===== src/dtac_pkg.sv =====
// Shared widths, codes and types of the distance tracking aim controller.
`default_nettype none

package dtac_pkg;

   // Field and register widths
   localparam int DIST_W  = 12;
   localparam int ANG_W   = 9;
   localparam int LIM_W   = 8;
   localparam int SPR_W   = 13;
   localparam int MODE_W  = 2;
   localparam int STATE_W = 2;
   localparam int STEPS_W = 13;

   // Stream and configuration port widths
   localparam int REQ_DATA_W = 16;
   localparam int RSP_DATA_W = 16;
   localparam int CSR_IDX_W  = 3;
   localparam int CSR_DATA_W = 13;

   // Datapath widths
   localparam int NUM_W     = 21;                   // angle numerator, never negative
   localparam int NUM_SUM_W = 24;                   // base plus signed slope term
   localparam int MA_W      = 22;                   // signed multiplier operand a
   localparam int MB_W      = 14;                   // signed multiplier operand b
   localparam int PROD_W    = MA_W + MB_W;
   localparam int Q_W       = 21;                   // window width times 360
   localparam int P_W       = Q_W + STEPS_W - 1;    // clamped numerator times steps
   localparam int DIV_STEPS = STEPS_W;              // one quotient bit per cycle
   localparam int DIV_CNT_W = $clog2(DIV_STEPS);

   localparam int DEG_PER_REV = 360;

   // Input mode codes
   localparam logic [MODE_W-1:0] MODE_SAMPLE     = 2'd0;
   localparam logic [MODE_W-1:0] MODE_ACTIVATE   = 2'd1;
   localparam logic [MODE_W-1:0] MODE_DEACTIVATE = 2'd2;

   // Controller state codes
   localparam logic [STATE_W-1:0] CS_INACTIVE = 2'd0;
   localparam logic [STATE_W-1:0] CS_REST     = 2'd1;
   localparam logic [STATE_W-1:0] CS_TRACK    = 2'd2;

   // Configuration register indexes
   localparam logic [CSR_IDX_W-1:0] REG_DIST_MIN      = 3'd0;
   localparam logic [CSR_IDX_W-1:0] REG_DIST_MAX      = 3'd1;
   localparam logic [CSR_IDX_W-1:0] REG_ANGLE_AT_MIN  = 3'd2;
   localparam logic [CSR_IDX_W-1:0] REG_ANGLE_AT_MAX  = 3'd3;
   localparam logic [CSR_IDX_W-1:0] REG_LIMIT_LOW     = 3'd4;
   localparam logic [CSR_IDX_W-1:0] REG_LIMIT_HIGH    = 3'd5;
   localparam logic [CSR_IDX_W-1:0] REG_STEPS_PER_REV = 3'd6;

   typedef struct packed {
      logic [DIST_W-1:0] dist_min;
      logic [DIST_W-1:0] dist_max;
      logic [ANG_W-1:0]  angle_at_min;
      logic [ANG_W-1:0]  angle_at_max;
      logic [LIM_W-1:0]  limit_low;
      logic [LIM_W-1:0]  limit_high;
      logic [SPR_W-1:0]  steps_per_rev;
   } cfg_type;

   typedef struct packed {
      logic           start;
      logic [P_W-1:0] dividend;
      logic [Q_W-1:0] divisor;
   } div_req_type;

   typedef enum logic [3:0] {
      SEQ_IDLE,
      SEQ_MUL_BASE,
      SEQ_MUL_SLOPE,
      SEQ_MUL_LOW,
      SEQ_MUL_HIGH,
      SEQ_CLAMP,
      SEQ_MUL_STEPS,
      SEQ_LOAD_DIV,
      SEQ_DIV,
      SEQ_OUT
   } seq_state_type;

endpackage

`default_nettype wire


===== src/distance_tracking_aim_controller.sv =====
// Top level of the distance tracking aim controller: sequencer and datapath.
//
//   channel   direction  fields (low bit up)                       handshake
//   req       in         tuser: mode[1:0]; tdata: distance_mm[11:0]  req_tvalid/req_tready
//   rsp       out        tuser: target_valid; tdata: ctrl_state[1:0],
//                        target_steps[14:2]                         rsp_tvalid/rsp_tready
//   csr       in         csr_index, csr_wdata                       csr_wr_en, no wait
//
// A command, an ignored sample or a sample that only changes state goes from accept to the output load.
// A sample that issues a target passes through accept, six multiplier passes, the divider
// load, 13 divider steps with its done strobe, then the output load.
// One request is in flight at a time; req_tready is high only while the sequencer idles.
// Reset is synchronous and active high; it restores the register defaults and inactive.
// A result waiting in the output register holds the sequencer until rsp_tready.
`default_nettype none

module distance_tracking_aim_controller
   import dtac_pkg::*;
(
   input  wire logic                  clock,
   input  wire logic                  reset,
   input  wire logic                  req_tvalid,
   output logic                       req_tready,
   input  wire logic [REQ_DATA_W-1:0] req_tdata,   // distance_mm[11:0], zero pad
   input  wire logic [MODE_W-1:0]     req_tuser,   // mode[1:0]
   output logic                       rsp_tvalid,
   input  wire logic                  rsp_tready,
   output logic [RSP_DATA_W-1:0]      rsp_tdata,   // ctrl_state[1:0], target_steps[14:2], pad
   output logic                       rsp_tuser,   // target_valid
   input  wire logic                  csr_wr_en,
   input  wire logic [CSR_IDX_W-1:0]  csr_index,
   input  wire logic [CSR_DATA_W-1:0] csr_wdata
);

   cfg_type                   cfg;
   seq_state_type             seq_ff, seq_in;
   logic [STATE_W-1:0]        ctrl_ff, ctrl_in;
   logic [DIST_W-1:0]         dist_ff, dist_in;
   logic [NUM_W-1:0]          acc_ff, acc_in;
   logic [NUM_W-1:0]          lo_ff, lo_in;
   logic [Q_W-1:0]            q_ff, q_in;
   logic [STEPS_W-1:0]        steps_ff, steps_in;
   logic                      valid_ff, valid_in;
   logic                      rsp_tvalid_ff, rsp_tvalid_in;
   logic [RSP_DATA_W-1:0]     rsp_tdata_ff, rsp_tdata_in;
   logic                      rsp_tuser_ff, rsp_tuser_in;

   logic signed [MA_W-1:0]    mul_a;
   logic signed [MB_W-1:0]    mul_b;
   logic signed [PROD_W-1:0]  prod;
   div_req_type               div_req;
   logic                      div_done;
   logic [STEPS_W-1:0]        div_quo;

   logic [DIST_W-1:0]         req_dist;
   logic                      in_win;
   logic                      den_zero;
   logic [DIST_W-1:0]         den_raw;
   logic [DIST_W-1:0]         den_eff;
   logic [DIST_W-1:0]         dist_off;
   logic signed [ANG_W:0]     ang_span;
   logic signed [NUM_SUM_W-1:0] num_sum;
   logic [NUM_W-1:0]          hi_val;
   logic [NUM_W-1:0]          raised;
   logic [NUM_W-1:0]          clamped;
   logic                      out_free;

   dtac_regs u_regs (
      .clock     (clock),
      .reset     (reset),
      .csr_wr_en (csr_wr_en),
      .csr_index (csr_index),
      .csr_wdata (csr_wdata),
      .cfg       (cfg)
   );

   dtac_mul u_mul (
      .clock (clock),
      .op_a  (mul_a),
      .op_b  (mul_b),
      .prod  (prod)
   );

   dtac_div u_div (
      .clock    (clock),
      .reset    (reset),
      .div_req  (div_req),
      .done     (div_done),
      .quotient (div_quo)
   );

   // Window tests and operand preparation
   always_comb begin
      req_dist = req_tdata[DIST_W-1:0];
      in_win   = (req_dist >= cfg.dist_min) && (req_dist <= cfg.dist_max);
      den_raw  = cfg.dist_max - cfg.dist_min;
      den_zero = (cfg.dist_max == cfg.dist_min);
      den_eff  = den_zero ? DIST_W'(1) : den_raw;
      dist_off = dist_ff - cfg.dist_min;
      ang_span = signed'({1'b0, cfg.angle_at_max}) - signed'({1'b0, cfg.angle_at_min});
      num_sum  = signed'(NUM_SUM_W'(acc_ff)) + prod[NUM_SUM_W-1:0];
      hi_val   = prod[NUM_W-1:0];
      raised   = (acc_ff < lo_ff) ? lo_ff : acc_ff;
      clamped  = (raised > hi_val) ? hi_val : raised;
      out_free = !rsp_tvalid_ff || rsp_tready;
   end

   // Sequencer: next state, datapath loads and operand selection
   always_comb begin
      seq_in        = seq_ff;
      ctrl_in       = ctrl_ff;
      dist_in       = dist_ff;
      acc_in        = acc_ff;
      lo_in         = lo_ff;
      q_in          = q_ff;
      steps_in      = steps_ff;
      valid_in      = valid_ff;
      rsp_tvalid_in = rsp_tvalid_ff && !rsp_tready;
      rsp_tdata_in  = rsp_tdata_ff;
      rsp_tuser_in  = rsp_tuser_ff;
      mul_a         = '0;
      mul_b         = '0;
      div_req       = '0;
      req_tready    = 1'b0;

      unique case (seq_ff)
         SEQ_IDLE: begin
            req_tready = !reset;
            if (req_tvalid && req_tready) begin
               dist_in  = req_dist;
               steps_in = '0;
               valid_in = 1'b0;
               seq_in   = SEQ_OUT;
               unique case (req_tuser)
                  MODE_ACTIVATE:   ctrl_in = CS_REST;
                  MODE_DEACTIVATE: ctrl_in = CS_INACTIVE;
                  MODE_SAMPLE: begin
                     if (ctrl_ff == CS_REST && in_win) begin
                        ctrl_in = CS_TRACK;
                     end else if (ctrl_ff == CS_TRACK) begin
                        if (!in_win) begin
                           ctrl_in = CS_REST;
                        end else begin
                           seq_in = SEQ_MUL_BASE;
                        end
                     end
                  end
                  default:         ctrl_in = ctrl_ff;
               endcase
            end
         end
         // angle_at_min times window width
         SEQ_MUL_BASE: begin
            mul_a  = MA_W'(cfg.angle_at_min);
            mul_b  = MB_W'(den_raw);
            seq_in = SEQ_MUL_SLOPE;
         end
         // angle span times offset into the window
         SEQ_MUL_SLOPE: begin
            mul_a  = MA_W'(ang_span);
            mul_b  = MB_W'(dist_off);
            acc_in = prod[NUM_W-1:0];
            seq_in = SEQ_MUL_LOW;
         end
         // numerator complete; zero-width window takes angle_at_min over one
         SEQ_MUL_LOW: begin
            mul_a  = MA_W'(cfg.limit_low);
            mul_b  = MB_W'(den_eff);
            acc_in = den_zero ? NUM_W'(cfg.angle_at_min) : num_sum[NUM_W-1:0];
            seq_in = SEQ_MUL_HIGH;
         end
         SEQ_MUL_HIGH: begin
            mul_a  = MA_W'(cfg.limit_high);
            mul_b  = MB_W'(den_eff);
            lo_in  = prod[NUM_W-1:0];
            seq_in = SEQ_CLAMP;
         end
         // raise to the low limit, then lower to the high limit
         SEQ_CLAMP: begin
            mul_a  = MA_W'(den_eff);
            mul_b  = MB_W'(DEG_PER_REV);
            acc_in = clamped;
            seq_in = SEQ_MUL_STEPS;
         end
         SEQ_MUL_STEPS: begin
            mul_a  = MA_W'(acc_ff);
            mul_b  = MB_W'(cfg.steps_per_rev);
            q_in   = prod[Q_W-1:0];
            seq_in = SEQ_LOAD_DIV;
         end
         SEQ_LOAD_DIV: begin
            div_req.start    = 1'b1;
            div_req.dividend = prod[P_W-1:0];
            div_req.divisor  = q_ff;
            seq_in           = SEQ_DIV;
         end
         SEQ_DIV: begin
            if (div_done) begin
               steps_in = div_quo;
               valid_in = 1'b1;
               seq_in   = SEQ_OUT;
            end
         end
         // hand the result to the output register once it is free
         SEQ_OUT: begin
            if (out_free) begin
               rsp_tvalid_in = 1'b1;
               rsp_tdata_in  = RSP_DATA_W'({steps_ff, ctrl_ff});
               rsp_tuser_in  = valid_ff;
               seq_in        = SEQ_IDLE;
            end
         end
         default: seq_in = SEQ_IDLE;
      endcase
   end

   // Control state
   always_ff @(posedge clock) begin
      if (reset) begin
         seq_ff        <= SEQ_IDLE;
         ctrl_ff       <= CS_INACTIVE;
         rsp_tvalid_ff <= 1'b0;
      end else begin
         seq_ff        <= seq_in;
         ctrl_ff       <= ctrl_in;
         rsp_tvalid_ff <= rsp_tvalid_in;
      end
   end

   // Payload
   always_ff @(posedge clock) begin
      dist_ff      <= dist_in;
      acc_ff       <= acc_in;
      lo_ff        <= lo_in;
      q_ff         <= q_in;
      steps_ff     <= steps_in;
      valid_ff     <= valid_in;
      rsp_tdata_ff <= rsp_tdata_in;
      rsp_tuser_ff <= rsp_tuser_in;
   end

   assign rsp_tvalid = rsp_tvalid_ff;
   assign rsp_tdata  = rsp_tdata_ff;
   assign rsp_tuser  = rsp_tuser_ff;

endmodule

`default_nettype wire


===== src/dtac_regs.sv =====
// Configuration register file of the aim controller.
`default_nettype none

module dtac_regs
   import dtac_pkg::*;
(
   input  wire logic                  clock,
   input  wire logic                  reset,
   input  wire logic                  csr_wr_en,
   input  wire logic [CSR_IDX_W-1:0]  csr_index,
   input  wire logic [CSR_DATA_W-1:0] csr_wdata,
   output cfg_type                    cfg
);

   cfg_type cfg_ff;
   cfg_type cfg_in;

   // Write decode, each register takes the low bits of the write data
   always_comb begin
      cfg_in = cfg_ff;
      if (csr_wr_en) begin
         unique case (csr_index)
            REG_DIST_MIN:      cfg_in.dist_min      = csr_wdata[DIST_W-1:0];
            REG_DIST_MAX:      cfg_in.dist_max      = csr_wdata[DIST_W-1:0];
            REG_ANGLE_AT_MIN:  cfg_in.angle_at_min  = csr_wdata[ANG_W-1:0];
            REG_ANGLE_AT_MAX:  cfg_in.angle_at_max  = csr_wdata[ANG_W-1:0];
            REG_LIMIT_LOW:     cfg_in.limit_low     = csr_wdata[LIM_W-1:0];
            REG_LIMIT_HIGH:    cfg_in.limit_high    = csr_wdata[LIM_W-1:0];
            REG_STEPS_PER_REV: cfg_in.steps_per_rev = csr_wdata[SPR_W-1:0];
            default:           cfg_in = cfg_ff;
         endcase
      end
   end

   always_ff @(posedge clock) begin
      if (reset) begin
         cfg_ff.dist_min      <= DIST_W'(200);
         cfg_ff.dist_max      <= DIST_W'(1000);
         cfg_ff.angle_at_min  <= ANG_W'(10);
         cfg_ff.angle_at_max  <= ANG_W'(170);
         cfg_ff.limit_low     <= LIM_W'(10);
         cfg_ff.limit_high    <= LIM_W'(170);
         cfg_ff.steps_per_rev <= SPR_W'(2048);
      end else begin
         cfg_ff <= cfg_in;
      end
   end

   assign cfg = cfg_ff;

endmodule

`default_nettype wire


===== src/dtac_mul.sv =====
// Shared signed multiplier with registered product.
`default_nettype none

module dtac_mul
   import dtac_pkg::*;
(
   input  wire logic                     clock,
   input  wire logic signed [MA_W-1:0]   op_a,
   input  wire logic signed [MB_W-1:0]   op_b,
   output logic signed [PROD_W-1:0]      prod
);

   logic signed [PROD_W-1:0] prod_ff;

   // One product per cycle, ready the cycle after the operands
   always_ff @(posedge clock) begin
      prod_ff <= PROD_W'(op_a) * PROD_W'(op_b);
   end

   assign prod = prod_ff;

endmodule

`default_nettype wire


===== src/dtac_div.sv =====
// Restoring divider, one quotient bit per cycle.
`default_nettype none

module dtac_div
   import dtac_pkg::*;
(
   input  wire logic          clock,
   input  wire logic          reset,
   input  wire div_req_type   div_req,
   output logic               done,
   output logic [STEPS_W-1:0] quotient
);

   logic                 busy_ff, busy_in;
   logic                 done_ff, done_in;
   logic [DIV_CNT_W-1:0] cnt_ff, cnt_in;
   logic [P_W-1:0]       rem_ff, rem_in;
   logic [P_W-1:0]       ds_ff, ds_in;
   logic [STEPS_W-1:0]   quo_ff, quo_in;
   logic                 fits;

   // Quotient is known to fit STEPS_W bits, so the divisor starts shifted by STEPS_W-1
   always_comb begin
      fits    = rem_ff >= ds_ff;
      busy_in = busy_ff;
      done_in = 1'b0;
      cnt_in  = cnt_ff;
      rem_in  = rem_ff;
      ds_in   = ds_ff;
      quo_in  = quo_ff;
      if (div_req.start) begin
         busy_in = 1'b1;
         cnt_in  = DIV_CNT_W'(DIV_STEPS - 1);
         rem_in  = div_req.dividend;
         ds_in   = P_W'({div_req.divisor, {(STEPS_W-1){1'b0}}});
         quo_in  = '0;
      end else if (busy_ff) begin
         rem_in = fits ? (rem_ff - ds_ff) : rem_ff;
         ds_in  = ds_ff >> 1;
         quo_in = {quo_ff[STEPS_W-2:0], fits};
         cnt_in = cnt_ff - DIV_CNT_W'(1);
         if (cnt_ff == '0) begin
            busy_in = 1'b0;
            done_in = 1'b1;
         end
      end
   end

   always_ff @(posedge clock) begin
      if (reset) begin
         busy_ff <= 1'b0;
         done_ff <= 1'b0;
         cnt_ff  <= '0;
      end else begin
         busy_ff <= busy_in;
         done_ff <= done_in;
         cnt_ff  <= cnt_in;
      end
   end

   always_ff @(posedge clock) begin
      rem_ff <= rem_in;
      ds_ff  <= ds_in;
      quo_ff <= quo_in;
   end

   assign done     = done_ff;
   assign quotient = quo_ff;

endmodule

`default_nettype wire


===== config.mk =====
export PLATFORM = sky130hd
export DESIGN_NAME = distance_tracking_aim_controller
export DESIGN_NICKNAME = d
export VERILOG_FILES = /design/src/dtac_pkg.sv /design/src/distance_tracking_aim_controller.sv /design/src/dtac_regs.sv /design/src/dtac_mul.sv /design/src/dtac_div.sv
export SDC_FILE = /design/constraint.sdc
export NUM_CORES = 2
export LEC_CHECK = 0
export BUFFER_PORTS_ARGS = -buffer_cell sky130_fd_sc_hd__buf_2
export CORE_MARGIN = 5
export CORE_UTILIZATION = 35
export DETAILED_ROUTE_END_ITERATION = 8
export PLACE_DENSITY = 0.59
export SLEW_MARGIN = 20
export SYNTH_ARGS = -nofsm -noshare
export SYNTH_HDL_FRONTEND = slang
export SYNTH_SLANG_ARGS = --single-unit

===== constraint.sdc =====
create_clock -name clock -period 18.1 [get_ports clock]
set_clock_uncertainty 0.05 [all_clocks]
set_input_delay 0.905 -clock clock [delete_from_list [all_inputs] [get_ports clock]]
set_output_delay 0.905 -clock clock [all_outputs]
set_load 0.01 [all_outputs]

==> out/summary.md <==
The die is 289 microns wide. The run gives 4012 as the total placed cells including tap cells. TritonCTS created 37 clock buffers. At the pin with the least slew margin, the transition time is 1.07 ns. Post-synthesis simple-gate area fraction: 14.7%. In the post-synthesis netlist, the biggest area contributors are fa_1, edfxtp_1, ha_1. In this run the cell area measured after placement is 28700 sq um. Combinational power share: 25.3%. In this run the count of I/O pins placed on the die edge is 58. The cell count after synthesis is 2997. STA puts the critical path data required time at 18.48 ns. The H-tree was split into 2 levels. Routability-driven placement finished with a final weighted congestion of 0.907. Among the stages of the critical path, the cell type that occurs most often is fa_1. The worst path in the final design needs a cycle of 8.98 ns, including I/O delays and setup.

Synthesis produced a netlist with a net count of 3522. In this run the deepest clock path goes through 3 buffers. For this run, the register share of the synthesized area comes to 27.9%.

The pre-antenna-repair detailed-routing pass consisted of 5 iterations. The post-route netlist has 6.58% of its cells at a drive strength greater than 1. Post-CTS timing repair inserted 0 buffers for setup. The critical path in this run is classified as flop to flop.

For the highest achievable clock rate, the log shows 0.111 GHz. The most used flip-flop cell after synthesis is edfxtp_1. TritonCTS built the clock tree.

Gates resized during post-CTS repair numbered 0. The share of total power dissipated in sequential elements is 39.2%. Of all nets on the critical path, the largest fanout is 17. The tools report the number of nets in the layout as 3536.

The cell type of the slowest stage on the worst timing path is nand3_1. Clock latency on the worst-skew pair, taken at its later pin, is 0.55 ns. The internal power of the cells totals 1.40 mW.

The worst hold path begins at steps_ff[12]. Hold repair after CTS inserted 0 buffers. Detailed placement ended at an HPWL of 55700 microns. The tightest min-delay check is of the flop to flop type. The tightest hold path in the finished design has a slack of 0.366 ns. The total negative slack for setup checks is 0 ns, and the share of the clock period used by the worst path after layout is 49.6%. The tools report the remaining design rule violation count as 0. Power spread over the standard cell area amounts to 70.0 nW/um^2. The max-capacitance violation count is 0. The ratio of routed vias to standard cells is 5.13. Setup repair after global routing left no endpoint under its margin. In this run the power spent charging and discharging nets is 0.700 mW. The total congestion overflow is 0. The setup violation total in the final timing report came out at 0. The share of synthesized flip-flops with an asynchronous set or reset is 0%, and the number of hold-slack violations in the final timing report is 0. Most common cell in the synthesized netlist: nand2_1. The logs give 77500 sq um for the core box area and 27300 sq um for the total standard cell area after synthesis.

In this run the remaining antenna-violating nets after routing total 0. Summing the areas of all compound-gate instances in the mapped netlist gives 15.1% of the synthesized area. In this run the core area contains 102 standard-cell rows. The static power due to leakage is 13.4 nW, and the number of input and output port buffers inserted is 52. Relative to the synthesized area, the layout overhead comes to 9.45%.

Counting flops with a built-in enable in the synthesized netlist gives 159. The first global-routing pass estimated 116000 microns of wire. The setup slack on the worst flop-to-flop path is 9.12 ns. The completed layout was analyzed and its total power is 2.10 mW.

The biggest area consumer among synthesized cells is fa_1. The finished layout holds 4080 standard cells, fillers aside. Net switching is 33.4% of the power. The first routing iteration left 1397 violations. Global routing used 17.2% of the available tracks across all layers.

After detailed routing, the average wire length per cell comes to 17.6 microns. Wires add up to 71800 microns. Clock transition time at the flip-flop clock pins of the worst setup and hold paths: 0.06 ns.

In this run the worst setup path begins at u_regs.cfg[59]. The portion of synthesized cell area occupied by the leading cell type is 18.7%. The run gives 0 as the number of antenna violations at the first check in global routing. The kind of end point of the critical path is a flop. The largest single stage delay on the critical path is 0.71 ns. The run gives 9.36 ns as the endpoint arrival time on the critical path. The die covers 83800 sq um. Sorting the synthesized cells by how often they occur yields nand2_1, inv_1, fa_1, ha_1, nor2_1. CTS placed an instance of clkbuf_16 at the clock tree root.

Across all layers, the routed design uses 20900 vias. The share of synthesized cell area in full adder, half adder and majority cells was 29.3%. The tools report the final number of max-transition violations as 0.

Of the post-synthesis cell area, the part taken by muxes is 2.28%. The number of global-route vias before repair was 21200; the final antenna diode count was 0. Counting distinct cell types in the post-synthesis netlist gives 99. The number of warnings reported in the yosys synthesis log is 0, and the register bit count reported by yosys is 301. STA classifies the critical path startpoint as a flop. The logs give 0.0708 mV for the maximum VDD drop and 301 for the number of clock sinks.

In this run the vertical extent of the chip is 289 microns. The finished cells cover 29900 sq um. The worst relative slew slack was 28.7%; the xor/xnor share of the synthesized area was 3.26%. Effective utilization at floorplan: 35.3%.

By area, the combinational part of the netlist is dominated by adder cells. Entering global routing, the biggest net connects 90 pins. In this run the mean area of a mapped cell was 9.12 sq um. The startpoint identified for the worst register-to-register timing path is u_regs.cfg[59]. The flow ran to the end, and the final reports show no timing, DRC or antenna violations. For the part of the power in the clock network, the log shows 35.4%.
critical path, delay by kind of cell, from the launching register on:
| family | cells | cell delay (ns) |
|---|---|---|
| xor gates and xnor gates | 2 | 0.31 |
| adders and majority gates | 9 | 3.78 |
| AOI/OAI and AO/OA | 11 | 2.59 |
| DFF | 1 | 0.42 |
| and+or+nand+nor | 4 | 1.52 |
| buffers and inverters | 3 | 0.17 |
stage by stage:
stage               util (%)  setup WS [ns]
CTS                     38.6           9.11
detailed placement      37.1           9.16
global route            38.6           8.69
finish                  38.6           9.12
floorplan                  -          10.39
global placement        37.1           9.28
state kept, by name, indices dropped and copies added (netlist names):
register / cells
valid_ff: 1
u_div.done: 1
rsp_tdata: 15
u_div.ds_ff: 33
acc_ff: 21
u_div.cnt_ff: 4
lo_ff: 21
steps_ff: 13
u_regs.cfg: 71
u_div.rem_ff: 33
u_mul.prod: 33
u_div.quotient: 13
rsp_tvalid: 1
rsp_tuser: 1
ctrl_ff: 2
dist_ff: 12
q_ff: 21
u_div.busy_ff: 1
seq_ff: 4
layout by cell type (no fill, tap or decap), drive strengths merged, types with 9 or more instances in the layout:
cell | synthesis | layout
inv | 433 | 435
nand2 | 433 | 433
fa | 256 | 256
ha | 230 | 230
nor2 | 229 | 229
a21oi | 209 | 209
edfxtp | 159 | 159
dfxtp | 142 | 142
o21ai | 112 | 112
a21o | 79 | 79
buf | 32 | 79
xnor2 | 62 | 62
clkbuf | 72 | 54
nand3 | 49 | 49
xor2 | 39 | 39
and2 | 36 | 36
mux2i | 33 | 33
a221o | 26 | 26
nor2b | 26 | 26
nor3 | 26 | 26
o21a | 23 | 23
nand2b | 20 | 20
mux2 | 20 | 20
nand4 | 18 | 18
a211o | 18 | 18
a211oi | 17 | 17
o211ai | 14 | 14
o21bai | 14 | 14
a31oi | 13 | 13
nand3b | 12 | 12
a21boi | 11 | 11
or3 | 10 | 10
o31ai | 10 | 10
a221oi | 10 | 10
and3 | 9 | 9
clkinv | 0 | 9
final cells by class:
type	instances	area (sq um)
fillers	7823	47500
multi-input cells	2159	17700
flip-flops and latches	301	7620
inverters	433	1630
well taps	1040	1300
clock buffers	54	1070
repair buffers	79	463
clock inverters	14	153
power by group through the flow:
| stage | sequential, mW | clock, mW | combinational (mW) |
|---|---|---|---|
| 2_1_floorplan | 0.808 | 0 | 0.380 |
| 3_3_place_gp | 0.836 | 0 | 0.522 |
| 3_5_place_dp | 0.837 | 0 | 0.526 |
| 4_1_cts | 0.823 | 0.764 | 0.529 |
| 5_1_grt | 0.829 | 0.790 | 0.589 |
| 6_report | 0.823 | 0.743 | 0.530 |
final timing paths:
path | cells after the start | endpoint
min | 0 | rsp_tdata[14]
max | 29 | u_mul.prod[31]
max reg2reg | 29 | u_mul.prod[31]
min reg2reg | 0 | rsp_tdata[14]
cells by family after synthesis:
group / after synthesis
XOR/XNOR: 101
adder cells (fa/ha/maj): 486
buffers and inverters: 537
flip-flops: 301
multiplexers: 53
AND/OR/NAND/NOR: 896
other: 1
AO/OA/AOI/OAI: 622
layer usage:
layer | up-vias | wire length, microns | GRT usage (%)
met5 | - | 0 | 0
met4 | 0 | 2170 | 5.21
met3 | 108 | 4090 | 2.70
met2 | 530 | 33500 | 28.8
met1 | 10200 | 32000 | 23.1
li1 | 10100 | - | -
Note: power is estimated with default switching activity, not from simulation.
